**config.mk**
```make
export PLATFORM = sky130hd
export DESIGN_NAME = sacl_cfg
export DESIGN_NICKNAME = d
export VERILOG_FILES = /design/src/rtl/core/sacl_pkg.sv /design/src/rtl/core/sacl_cfg.sv
export SDC_FILE = /design/constraint.sdc
export NUM_CORES = 1
export LEC_CHECK = 0
export BUFFER_PORTS_ARGS = -buffer_cell sky130_fd_sc_hd__buf_2
export CAP_MARGIN = 30
export CELL_PAD_IN_SITES_DETAIL_PLACEMENT = 2
export CELL_PAD_IN_SITES_GLOBAL_PLACEMENT = 2
export CORE_MARGIN = 8
export CORE_UTILIZATION = 20
export CTS_BUF_LIST = sky130_fd_sc_hd__clkbuf_4 sky130_fd_sc_hd__clkbuf_8 sky130_fd_sc_hd__clkbuf_16
export CTS_CLUSTER_DIAMETER = 150
export DETAILED_ROUTE_END_ITERATION = 7
export MAX_ROUTING_LAYER = met4
export PLACE_DENSITY_LB_ADDON = 0.12
export SLEW_MARGIN = 20
export SYNTH_ARGS = -nofsm -noshare
export SYNTH_HDL_FRONTEND = slang
export SYNTH_SLANG_ARGS = --single-unit
```
**constraint.sdc**
```tcl
create_clock -name clk -period 1.2 [get_ports clk]
set_input_delay 0.06 -clock clk [delete_from_list [all_inputs] [get_ports clk]]
set_output_delay 0.06 -clock clk [all_outputs]
set_load 0.02 [all_outputs]
```
**src/rtl/core/sacl_pkg.sv**
```systemverilog
// Shared types, constants and register codes of the set-associative LRU cache model.
package sacl_pkg;

	// Geometry defaults
	localparam int SETS_DEF = 256;
	localparam int WAYS_DEF = 4;

	// Field widths
	localparam int ADDR_W  = 32;
	localparam int TAG_W   = 30;
	localparam int STAMP_W = 32;
	localparam int COST_W  = 18;
	localparam int PADDR_W = 5;
	localparam int PDATA_W = 32;

	// Block size limits (log2 of bytes)
	localparam logic [3:0] OFF_MIN = 4'd2;
	localparam logic [3:0] OFF_MAX = 4'd12;

	// Cycle charges
	localparam logic [COST_W-1:0] HIT_COST    = COST_W'(1);
	localparam logic [COST_W-1:0] MEM_COST    = COST_W'(100);
	localparam logic [COST_W-1:0] WT_HIT_COST = COST_W'(101);

	// Register reset values
	localparam logic       RST_WRITE_ALLOCATE = 1'b1;
	localparam logic       RST_WRITE_THROUGH  = 1'b0;
	localparam logic [3:0] RST_BLOCK_OFFSET   = 4'd4;
	localparam logic [3:0] RST_INDEX_BITS     = 4'd8;
	localparam logic [2:0] RST_WAYS_IN_USE    = 3'd4;

	// Register indexes (byte address / 4)
	typedef enum logic [2:0] {
		REG_WRITE_ALLOCATE = 3'd0,
		REG_WRITE_THROUGH  = 3'd1,
		REG_BLOCK_OFFSET   = 3'd2,
		REG_INDEX_BITS     = 3'd3,
		REG_WAYS_IN_USE    = 3'd4
	} reg_idx_t;

	typedef struct packed {
		logic       write_allocate;
		logic       write_through;
		logic [3:0] block_offset_bits;
		logic [3:0] index_bits;
		logic [2:0] ways_in_use;
	} cfg_t;

	typedef struct packed {
		logic              mode;
		logic [ADDR_W-1:0] address;
	} req_t;

	typedef struct packed {
		logic              hit;
		logic              wrote_back;
		logic [COST_W-1:0] cycle_cost;
	} rsp_t;

	// One way of a set row in the memory
	typedef struct packed {
		logic               valid;
		logic               dirty;
		logic [TAG_W-1:0]   tag;
		logic [STAMP_W-1:0] stamp;
	} way_t;

endpackage

```
**src/rtl/core/sacl_cfg.sv**
```systemverilog
// APB-style configuration registers of the cache model.
module sacl_cfg
	import sacl_pkg::*;
(
	input  logic               clk,
	input  logic               arst_n,
	input  logic               psel,
	input  logic               penable,
	input  logic               pwrite,
	input  logic [PADDR_W-1:0] paddr,
	input  logic [PDATA_W-1:0] pwdata,
	output logic [PDATA_W-1:0] prdata,
	output logic               pready,
	output cfg_t               cfg
);

	cfg_t     cfg_q;
	logic     wr_en;
	reg_idx_t idx;

	assign pready = 1'b1;
	assign wr_en  = psel & penable & pwrite & pready;
	assign idx    = reg_idx_t'(paddr[PADDR_W-1:2]);
	assign cfg    = cfg_q;

	// Write the addressed register; drop writes beyond the list
	always_ff @(posedge clk or negedge arst_n) begin
		if (!arst_n) begin
			cfg_q.write_allocate    <= RST_WRITE_ALLOCATE;
			cfg_q.write_through     <= RST_WRITE_THROUGH;
			cfg_q.block_offset_bits <= RST_BLOCK_OFFSET;
			cfg_q.index_bits        <= RST_INDEX_BITS;
			cfg_q.ways_in_use       <= RST_WAYS_IN_USE;
		end else if (wr_en) begin
			unique case (idx)
				REG_WRITE_ALLOCATE: cfg_q.write_allocate    <= pwdata[0];
				REG_WRITE_THROUGH:  cfg_q.write_through     <= pwdata[0];
				REG_BLOCK_OFFSET:   cfg_q.block_offset_bits <= pwdata[3:0];
				REG_INDEX_BITS:     cfg_q.index_bits        <= pwdata[3:0];
				REG_WAYS_IN_USE:    cfg_q.ways_in_use       <= pwdata[2:0];
				default: ;
			endcase
		end
	end

	// Return the addressed register
	always_comb begin
		prdata = '0;
		unique case (idx)
			REG_WRITE_ALLOCATE: prdata[0]   = cfg_q.write_allocate;
			REG_WRITE_THROUGH:  prdata[0]   = cfg_q.write_through;
			REG_BLOCK_OFFSET:   prdata[3:0] = cfg_q.block_offset_bits;
			REG_INDEX_BITS:     prdata[3:0] = cfg_q.index_bits;
			REG_WAYS_IN_USE:    prdata[2:0] = cfg_q.ways_in_use;
			default:            prdata      = '0;
		endcase
	end

endmodule

```
==> impl_metrics.tcl <==
set metrics [dict create \
    drv_slew 0 \
    finalSetupTns_ns -0.159 \
    synthCells 81 \
    status "finished, violations left" \
    grt_use_met1 0.0802 \
    yosysWarningCount 0 \
    grt_util_met2 0.117 \
    crit_path_end_kind "output port" \
    clock_path_buffers 2 \
    start_util 0.209 \
    fin_crit_sh 1.13 \
    drive_gt1_frac 0.521 \
    wl_per_cell_um 14.9 \
    met3_usage 0.0273 \
    fin_cells 171 \
    cts_root_buf "clkbuf_8" \
    crit_path_start_kind "flop" \
    multi_input_area_um2 460 \
    max_freq_mhz 736 \
    arrival_ns 1.30 \
    fin_ws_ns -0.159 \
    rsz0062_at_grt "true" \
    totalPowerFinal_mw 1.59 \
    cp.required_ns 1.14 \
    hold_ws_ns 0.0586 \
    hold_violations 0 \
    grt_usage 0.0707 \
    clock_latency_ns 0.24 \
    synth_most_common_cell "buf_4" \
    drc_errors 0 \
    ys_ff_latch 13 \
    vdd_drop_max_uv 707 \
    path_class "flop to output port" \
    grt_first_pass_wirelength_um 4020 \
    antenna_found_initial 0 \
    port_buffers 28 \
    ys.flop_type "dfrtp_1" \
    syn_avg_cell_area_um2 11.2 \
    hold_depth 2 \
    synth.distinct_cells 21 \
    maxCapViolations 0 \
    cp_max_fo 2 \
    ios 88 \
    yosysSeqAreaShare 0.364 \
    synthTopCellsByArea "buf_4 25%, dfrtp_1 25%, mux2_2 12%" \
    antenna_cells 0 \
    vias 644 \
    hold_start "pwdata[3]" \
    ant_nets 0 \
    hpwl_um 2170 \
    firstDrtPassIters 4 \
    viasPerCell 3.77 \
    place_inst 163 \
    die_w_um 83.4 \
    clock_skew_ns 0 \
    clk_pin_slew_ns 0.06 \
    largest_reg_flops 13 \
    cpPeakStageDelay_ns 0.38 \
    first_global_vias 801 \
    path_cells "mux2_4 -> a22oi_2 -> o22ai_2 -> buf_6" \
    syn_to_final_growth_pct 26.3 \
    cts_num_sinks 13 \
    numCtsBuffers 3 \
    p_leak_nw 0.597 \
    yosys.area.top_type "buf_4" \
    wirelength_um 2540 \
    cp-startpoint "cfg[3]$_DFFE_PN0P_" \
    busiest_layer "met2" \
    hp-class "input port to flop" \
    netlist_area_um2 908 \
    synthTopCellsByCount "30 x buf_4, 10 x mux2_2, 9 x dfrtp_1" \
    synth_edf_count 0 \
    rows 24 \
    rr_worst_depth 2 \
    cts_tree "done" \
    grt_max_degree 14 \
    fp.coreArea_um2 4350 \
    die-area_um2 6950 \
    netlist.area_leader.share 0.248 \
    regToRegStartpoint "cfg[3]$_DFFE_PN0P_" \
    synth-async-reset-ratio 1.00 \
    cts-htree-levels 1 \
    critical_path.slowest_cell "dfrtp_1" \
    fin_crit_ns 1.36 \
    drtIter0Drc 5 \
    dieHeight_um 83.4 \
    place.gp.congestion 0.639 \
    nets 162 \
    fill_cells 496 \
    failed_checks "setup timing" \
    setup_viol 1 \
    seq_area_um2 330 \
    grt.overflow.total 0 \
    power_density_nw_per_um2 1380 \
]
-- through the flow --
step / utilization / setup slack [ns] / area, µm²
6_report: 0.264 / -0.159 / 1150
2_1_floorplan: - / 0.0939 / 1010
5_1_grt: 0.264 / -0.225 / 1150
3_5_place_dp: 0.239 / -0.0414 / 1040
3_3_place_gp: 0.239 / -0.0143 / 1040
4_1_cts: 0.259 / -0.149 / 1130
-- critical path: cells and delay by family, from the launching register on --
| family | cells | cell delay (ns) |
|---|---|---|
| AOI/OAI and AO/OA | 2 | 0.27 |
| buffers and inverters | 1 | 0.14 |
| DFF | 1 | 0.38 |
| muxes | 1 | 0.27 |
-- area by class of cell --
class | count | share of cell area
Tap cell | 52 | 0.0567
Sequential cell | 13 | 0.288
Timing Repair Buffer | 38 | 0.210
Inverter | 1 | 0.00327
Multi-Input combinational cell | 63 | 0.401
Clock inverter | 1 | 0.00436
Clock buffer | 3 | 0.0360
-- layout by cell type (no fill, tap or decap), types with 2 or more instances in the layout --
master / synthesis / routed
mux2i_1: 3 / 3
buf_4: 30 / 10
buf_2: 1 / 25
nor4_1: 2 / 2
nor3_4: 2 / 2
mux2_2: 10 / 9
o21ai_1: 0 / 2
conb_1: 2 / 29
clkbuf_8: 0 / 3
dfstp_2: 4 / 4
nand3_1: 2 / 2
mux2_1: 4 / 4
dfrtp_1: 9 / 9
nor2_1: 2 / 2
-- metal layers --
metal,up-vias,wire (µm)
met4,0,0
met3,0,245
li1,294,-
met1,311,1090
met2,39,1210
met5,-,0
-- cell families after synthesis --
group           Yosys count  synth area share
flops                    13             0.364
mux                      17             0.207
buf+inv                  32             0.258
compound gates            5            0.0331
simple gates             12             0.131
other cells               2           0.00827
-- path summary, 6_finish.rpt --
| kind | to | slack [ns] |
|---|---|---|
| worst max-delay path | prdata[0] | -0.16 |
| worst min-delay path | cfg[10]$_DFFE_PN0P_ | 0.06 |
| worst max register to register | cfg[3]$_DFFE_PN0P_ | 0.29 |
| worst min register to register | cfg[10]$_DFFE_PN0P_ | 0.54 |
| max in group asynchronous | cfg[9]$_DFFE_PN1P_ | 0.68 |
| min in group asynchronous | cfg[3]$_DFFE_PN0P_ | 0.23 |
-- timing repair --
item	4_1_cts	5_1_grt
resized for setup	4	4
hold buffers	1	0
endpoints found under the hold margin	13	0
pin swaps	1	2
setup endpoints to repair	2	4
buffers inserted	2	1
-- where the power goes --
group | total [mW] | internal, mW | switching, mW
Sequential | 0.608 | 0.544 | 0.0632
Clock | 0.388 | 0.229 | 0.159
Combinational | 0.591 | 0.229 | 0.362
Total | 1.59 | 1.00 | 0.585
Power figures use the tool's default switching activity.
