<file path="src/rtl/core/sacl_pkg.sv">
// Shared types, constants and register codes of the set-associative LRU cache model.
package sacl_pkg;

	// Geometry defaults
	localparam int SETS_DEF = 256;
	localparam int WAYS_DEF = 4;

	// Field widths
	localparam int ADDR_W  = 32;
	localparam int TAG_W   = 30;
	localparam int STAMP_W = 32;
	localparam int COST_W  = 18;
	localparam int PADDR_W = 5;
	localparam int PDATA_W = 32;

	// Block size limits (log2 of bytes)
	localparam logic [3:0] OFF_MIN = 4'd2;
	localparam logic [3:0] OFF_MAX = 4'd12;

	// Cycle charges
	localparam logic [COST_W-1:0] HIT_COST    = COST_W'(1);
	localparam logic [COST_W-1:0] MEM_COST    = COST_W'(100);
	localparam logic [COST_W-1:0] WT_HIT_COST = COST_W'(101);

	// Register reset values
	localparam logic       RST_WRITE_ALLOCATE = 1'b1;
	localparam logic       RST_WRITE_THROUGH  = 1'b0;
	localparam logic [3:0] RST_BLOCK_OFFSET   = 4'd4;
	localparam logic [3:0] RST_INDEX_BITS     = 4'd8;
	localparam logic [2:0] RST_WAYS_IN_USE    = 3'd4;

	// Register indexes (byte address / 4)
	typedef enum logic [2:0] {
		REG_WRITE_ALLOCATE = 3'd0,
		REG_WRITE_THROUGH  = 3'd1,
		REG_BLOCK_OFFSET   = 3'd2,
		REG_INDEX_BITS     = 3'd3,
		REG_WAYS_IN_USE    = 3'd4
	} reg_idx_t;

	typedef struct packed {
		logic       write_allocate;
		logic       write_through;
		logic [3:0] block_offset_bits;
		logic [3:0] index_bits;
		logic [2:0] ways_in_use;
	} cfg_t;

	typedef struct packed {
		logic              mode;
		logic [ADDR_W-1:0] address;
	} req_t;

	typedef struct packed {
		logic              hit;
		logic              wrote_back;
		logic [COST_W-1:0] cycle_cost;
	} rsp_t;

	// One way of a set row in the memory
	typedef struct packed {
		logic               valid;
		logic               dirty;
		logic [TAG_W-1:0]   tag;
		logic [STAMP_W-1:0] stamp;
	} way_t;

endpackage

</file>
<file path="src/rtl/core/sacl_update.sv">
// Set row update: tag match, fill or LRU victim choice, cost and new row.
module sacl_update
	import sacl_pkg::*;
#(
	parameter int WAYS = WAYS_DEF
) (
	input  way_t [WAYS-1:0]    row,
	input  cfg_t               cfg,
	input  logic               mode,
	input  logic [TAG_W-1:0]   tag,
	input  logic [3:0]         off,
	input  logic [STAMP_W-1:0] stamp,
	output way_t [WAYS-1:0]    new_row,
	output rsp_t               result
);

	localparam int IDX_W  = (WAYS > 1) ? $clog2(WAYS) : 1;
	localparam int CNT_W  = ($clog2(WAYS + 1) > 3) ? $clog2(WAYS + 1) : 3;
	localparam int WAYS2  = 1 << $clog2(WAYS);

	logic [CNT_W-1:0]   ways_eff;
	logic [WAYS-1:0]    in_use;
	logic [WAYS-1:0]    match;
	logic [WAYS-1:0]    empty;
	logic [IDX_W-1:0]   hit_idx;
	logic [IDX_W-1:0]   empty_idx;
	logic [IDX_W-1:0]   victim;
	logic               hit;
	logic               any_empty;
	logic               wb;
	logic [COST_W-1:0]  mem_cost;
	logic               node_ok    [1:2*WAYS2-1];
	logic [STAMP_W-1:0] node_stamp [1:2*WAYS2-1];
	logic [IDX_W-1:0]   node_idx   [1:2*WAYS2-1];

	// Clamp the way count to one..WAYS
	always_comb begin
		if (cfg.ways_in_use == 3'd0) begin
			ways_eff = CNT_W'(1);
		end else if (CNT_W'(cfg.ways_in_use) > CNT_W'(WAYS)) begin
			ways_eff = CNT_W'(WAYS);
		end else begin
			ways_eff = CNT_W'(cfg.ways_in_use);
		end
	end

	// Match and find the first hit and first empty way
	always_comb begin
		hit_idx   = '0;
		empty_idx = '0;
		for (int w = WAYS - 1; w >= 0; w--) begin
			in_use[w] = (CNT_W'(w) < ways_eff);
			match[w]  = in_use[w] & row[w].valid & (row[w].tag == tag);
			empty[w]  = in_use[w] & ~row[w].valid;
			if (match[w]) begin
				hit_idx = IDX_W'(w);
			end
			if (empty[w]) begin
				empty_idx = IDX_W'(w);
			end
		end
		hit       = |match;
		any_empty = |empty;
	end

	// Oldest stamp over the ways in use; ties go to the lower way
	always_comb begin
		for (int i = 0; i < WAYS2; i++) begin
			if (i < WAYS) begin
				node_ok[WAYS2+i]    = in_use[i];
				node_stamp[WAYS2+i] = row[i].stamp;
			end else begin
				node_ok[WAYS2+i]    = 1'b0;
				node_stamp[WAYS2+i] = '0;
			end
			node_idx[WAYS2+i] = IDX_W'(i);
		end
		for (int n = WAYS2 - 1; n >= 1; n--) begin
			if (!node_ok[2*n] ||
			    (node_ok[2*n+1] && (node_stamp[2*n+1] < node_stamp[2*n]))) begin
				node_ok[n]    = node_ok[2*n+1];
				node_stamp[n] = node_stamp[2*n+1];
				node_idx[n]   = node_idx[2*n+1];
			end else begin
				node_ok[n]    = node_ok[2*n];
				node_stamp[n] = node_stamp[2*n];
				node_idx[n]   = node_idx[2*n];
			end
		end
	end

	assign victim   = any_empty ? empty_idx : node_idx[1];
	assign wb       = ~any_empty & row[victim].dirty;
	assign mem_cost = MEM_COST << (off - OFF_MIN);

	// Charge the access and build the row to write back
	always_comb begin
		new_row           = row;
		result.hit        = hit;
		result.wrote_back = 1'b0;
		result.cycle_cost = '0;
		priority if (hit) begin
			new_row[hit_idx].stamp = stamp;
			priority if (!mode) begin
				result.cycle_cost = HIT_COST;
			end else if (cfg.write_through) begin
				result.cycle_cost = WT_HIT_COST;
			end else begin
				new_row[hit_idx].dirty = 1'b1;
				result.cycle_cost = cfg.write_allocate ? HIT_COST : MEM_COST;
			end
		end else if (mode && !cfg.write_allocate) begin
			result.cycle_cost = MEM_COST;
		end else begin
			result.wrote_back     = wb;
			result.cycle_cost     = mem_cost
				+ ((mode && cfg.write_through) ? MEM_COST : '0)
				+ (wb ? mem_cost : '0);
			new_row[victim].valid = 1'b1;
			new_row[victim].dirty = mode & ~cfg.write_through;
			new_row[victim].tag   = tag;
			new_row[victim].stamp = stamp;
		end
	end

endmodule

</file>
<file path="config.mk">
export PLATFORM = sky130hd
export DESIGN_NAME = sacl_update
export DESIGN_NICKNAME = d
export VERILOG_FILES = /design/src/rtl/core/sacl_pkg.sv /design/src/rtl/core/sacl_update.sv
export SDC_FILE = /design/constraint.sdc
export NUM_CORES = 1
export LEC_CHECK = 0
export ABC_AREA = 0
export BUFFER_PORTS_ARGS = -buffer_cell sky130_fd_sc_hd__buf_2
export CAP_MARGIN = 20
export CORE_AREA = 2 2 236 238
export DETAILED_ROUTE_END_ITERATION = 10
export DIE_AREA = 0 0 238 240
export PLACE_DENSITY_LB_ADDON = 0.1
export SYNTH_ARGS = -nofsm -noshare
export SYNTH_HDL_FRONTEND = slang
export SYNTH_SLANG_ARGS = --single-unit
</file>
<file path="constraint.sdc">
create_clock -name vclk -period 7.7
set_input_delay 0 -clock vclk [all_inputs]
set_output_delay 0 -clock vclk [all_outputs]
set_load 0.01 [all_outputs]
</file>
==> flow_metrics.tcl <==
set metrics [dict create \
    place_ws_ns -0.06403 \
    critPathKind "in -> out" \
    min_path_type "in -> out" \
    maxSlewHeadroom_pct 33.41 \
    cellPowerDensity_mw_per_mm2 87.20 \
    rows 86 \
    cp_data_arrival_time_ns 7.31 \
    ir_drop_mv 0.03010 \
    crit_required_ns 7.70 \
    clockBufferCount 0 \
    area_growth_pct 50.13 \
    syn_area_mm2 0.008858 \
    vias_per_cell 4.453 \
    synth_nets 1639 \
    worstHoldStart "row[106]" \
    slew_viol_final 0 \
    ant_nets 0 \
    vias 11110 \
    crit_path_start_kind "input port" \
    drive_gt1_share_pct 52.24 \
    start_util_pct 16.21 \
    dp_hpwl_mm 49.72 \
    cp_num_buf_inv 7 \
    cp-startpoint "row[11]" \
    fin_nets 2237 \
    seq_cells 0 \
    grt_pass1_vias 11560 \
    io_buffers 603 \
    grt_pass1_wl_mm 78.54 \
    end_kind "output pin" \
    design.core.area_mm2 0.05466 \
    grtUsageTotal_pct 18.50 \
    fillCellCount 6226 \
    period_share_pct 94.91 \
    regArea_um2 0 \
    worstMarginPinSlew_ns 0.9988 \
    setup_viol 0 \
    crit_family "simple AND/OR/NAND/NOR gates" \
    synth_area_per_cell_um2 7.444 \
    dieWidth_um 238 \
    status "complete, no violations" \
    routed_wirelength_mm 56.33 \
    finalHoldViolCount 0 \
    synth_area_leader_cell "mux2_2" \
    die_y_um 240 \
    slowest_stage "or4_1" \
    ios 612 \
    layout_setup_ws_ns 0.3920 \
    first_iter_violations 341 \
    worstPathMaxFanout 5 \
    netlist-cell-type-count 66 \
    hold_slack_ns 0.3345 \
    netlist_instances 1190 \
    first_pass_iters 4 \
    yosysWarnings 0 \
    fin_area_mm2 0.01330 \
    finalWeightedCongestion 0.8711 \
    grt_antenna_before_repair 7 \
    dpl_cell_area_mm2 0.01300 \
    dp_cells 2479 \
    gr-total-overflow 0 \
    fp.dieArea_mm2 0.05712 \
    yosysTopAreaCellShare_pct 26.82 \
    cap_viol_max_count 0 \
    synthTopCellsByArea "mux2_2, ha_1, xnor2_1" \
    ys_seq_area_share_pct 0 \
    power_leakage_nw 6.628 \
    fmax_mhz 136.8 \
    period_minus_slack_ns 7.308 \
    drt_drc_violations_left 0 \
    grt_max_degree 66 \
    final_cells 2494 \
    post_drt_wl_per_cell_um 22.59 \
    critPathMaxStageDelay_ns 0.52 \
]
==> cell type report <==
type	instances	area, um2	area share, %
multi-input combinational	1021	8413	63.26
timing repair buffer	677	3665	27.56
tap	704	880.8	6.623
inverter	88	330.3	2.484
antenna	4	10.01	0.07527
==> cell usage after synthesis, drive strengths merged (12+ instances only) <==
cell    count
nand4      34
inv        88
o21ai     100
a21o       12
buf        15
a21oi      46
ha        110
clkbuf     66
xor2       49
nand3      19
nor3       18
mux2      213
nor4       20
nand2     119
xnor2      82
and3       15
mux2i      35
nor2       49
==> layer usage <==
layer  part of all wire (%)  vias to the layer above  GRT usage [%]
li1                       -                     5460              -
met1                     41                     5236          21.60
met2                     52                      365          35.85
met3                    4.8                       40          2.595
met4                    2.1                        6          3.201
met5                  0.060                        -              0
==> worst paths after layout <==
kind | slack [ns] | end | depth (start not counted)
setup / recovery | 0.39 | result[16] | 38
hold / removal | 0.33 | new_row[106] | 4
==> power by group <==
part           internal, mW  switching, mW  leakage (nW)
clock network  0.0000000697              0     0.0000254
registers                 0              0             0
logic                 0.510          0.650          6.63
total                 0.510          0.650          6.63
==> tightest hold or removal path: stages <==
cell and delay [ns]:
buf_2 0.09, nand2_1 0.04, o21ai_0 0.06, buf_2 0.14
==> cells by family after synthesis <==
kind of cell               synth area share (%)
adders and majority gates                 16.21
other                                   0.04233
muxes                                     31.33
and+or+nand+nor                           17.84
buffers and inverters                     7.373
xor gates and xnor gates                  12.95
AOI/OAI and AO/OA                         14.25
==> repair_timing <==
item | CTS | global route
endpoints found under the setup margin | 2 | 10
pin swaps | 1 | 18
setup buffers | 4 | 5
cloned | 0 | 2
gates resized for setup | 3 | 30
hold buffers | 0 | 0
==> layout by cell type, fill, tap and decap left out, types with 8 or more instances in the layout <==
cell type  count
and3_1        14
xnor2_1       82
nand4_1       34
xor2_1        49
o21ai_0       98
nor2_1        48
ha_1         107
a21o_1        11
nand2b_1       8
nand2_1      115
buf_2        603
nor2b_1        8
nand3_1       17
inv_1         87
buf_4         66
mux2_2       211
mux2i_1       30
nor3_1        16
nor4_1        19
a21oi_1       42
==> through the flow <==
step	power [mW]	setup TNS [ns]	util [%]
2_1_floorplan	0.6133	0	-
3_5_place_dp	1.141	-0.09220	23.79
6_report	1.160	0	24.33
4_1_cts	1.152	0	23.87
5_1_grt	1.264	-0.02031	24.32
3_3_place_gp	1.145	-0.01968	23.79
Note: power is estimated with default switching activity, not from simulation.
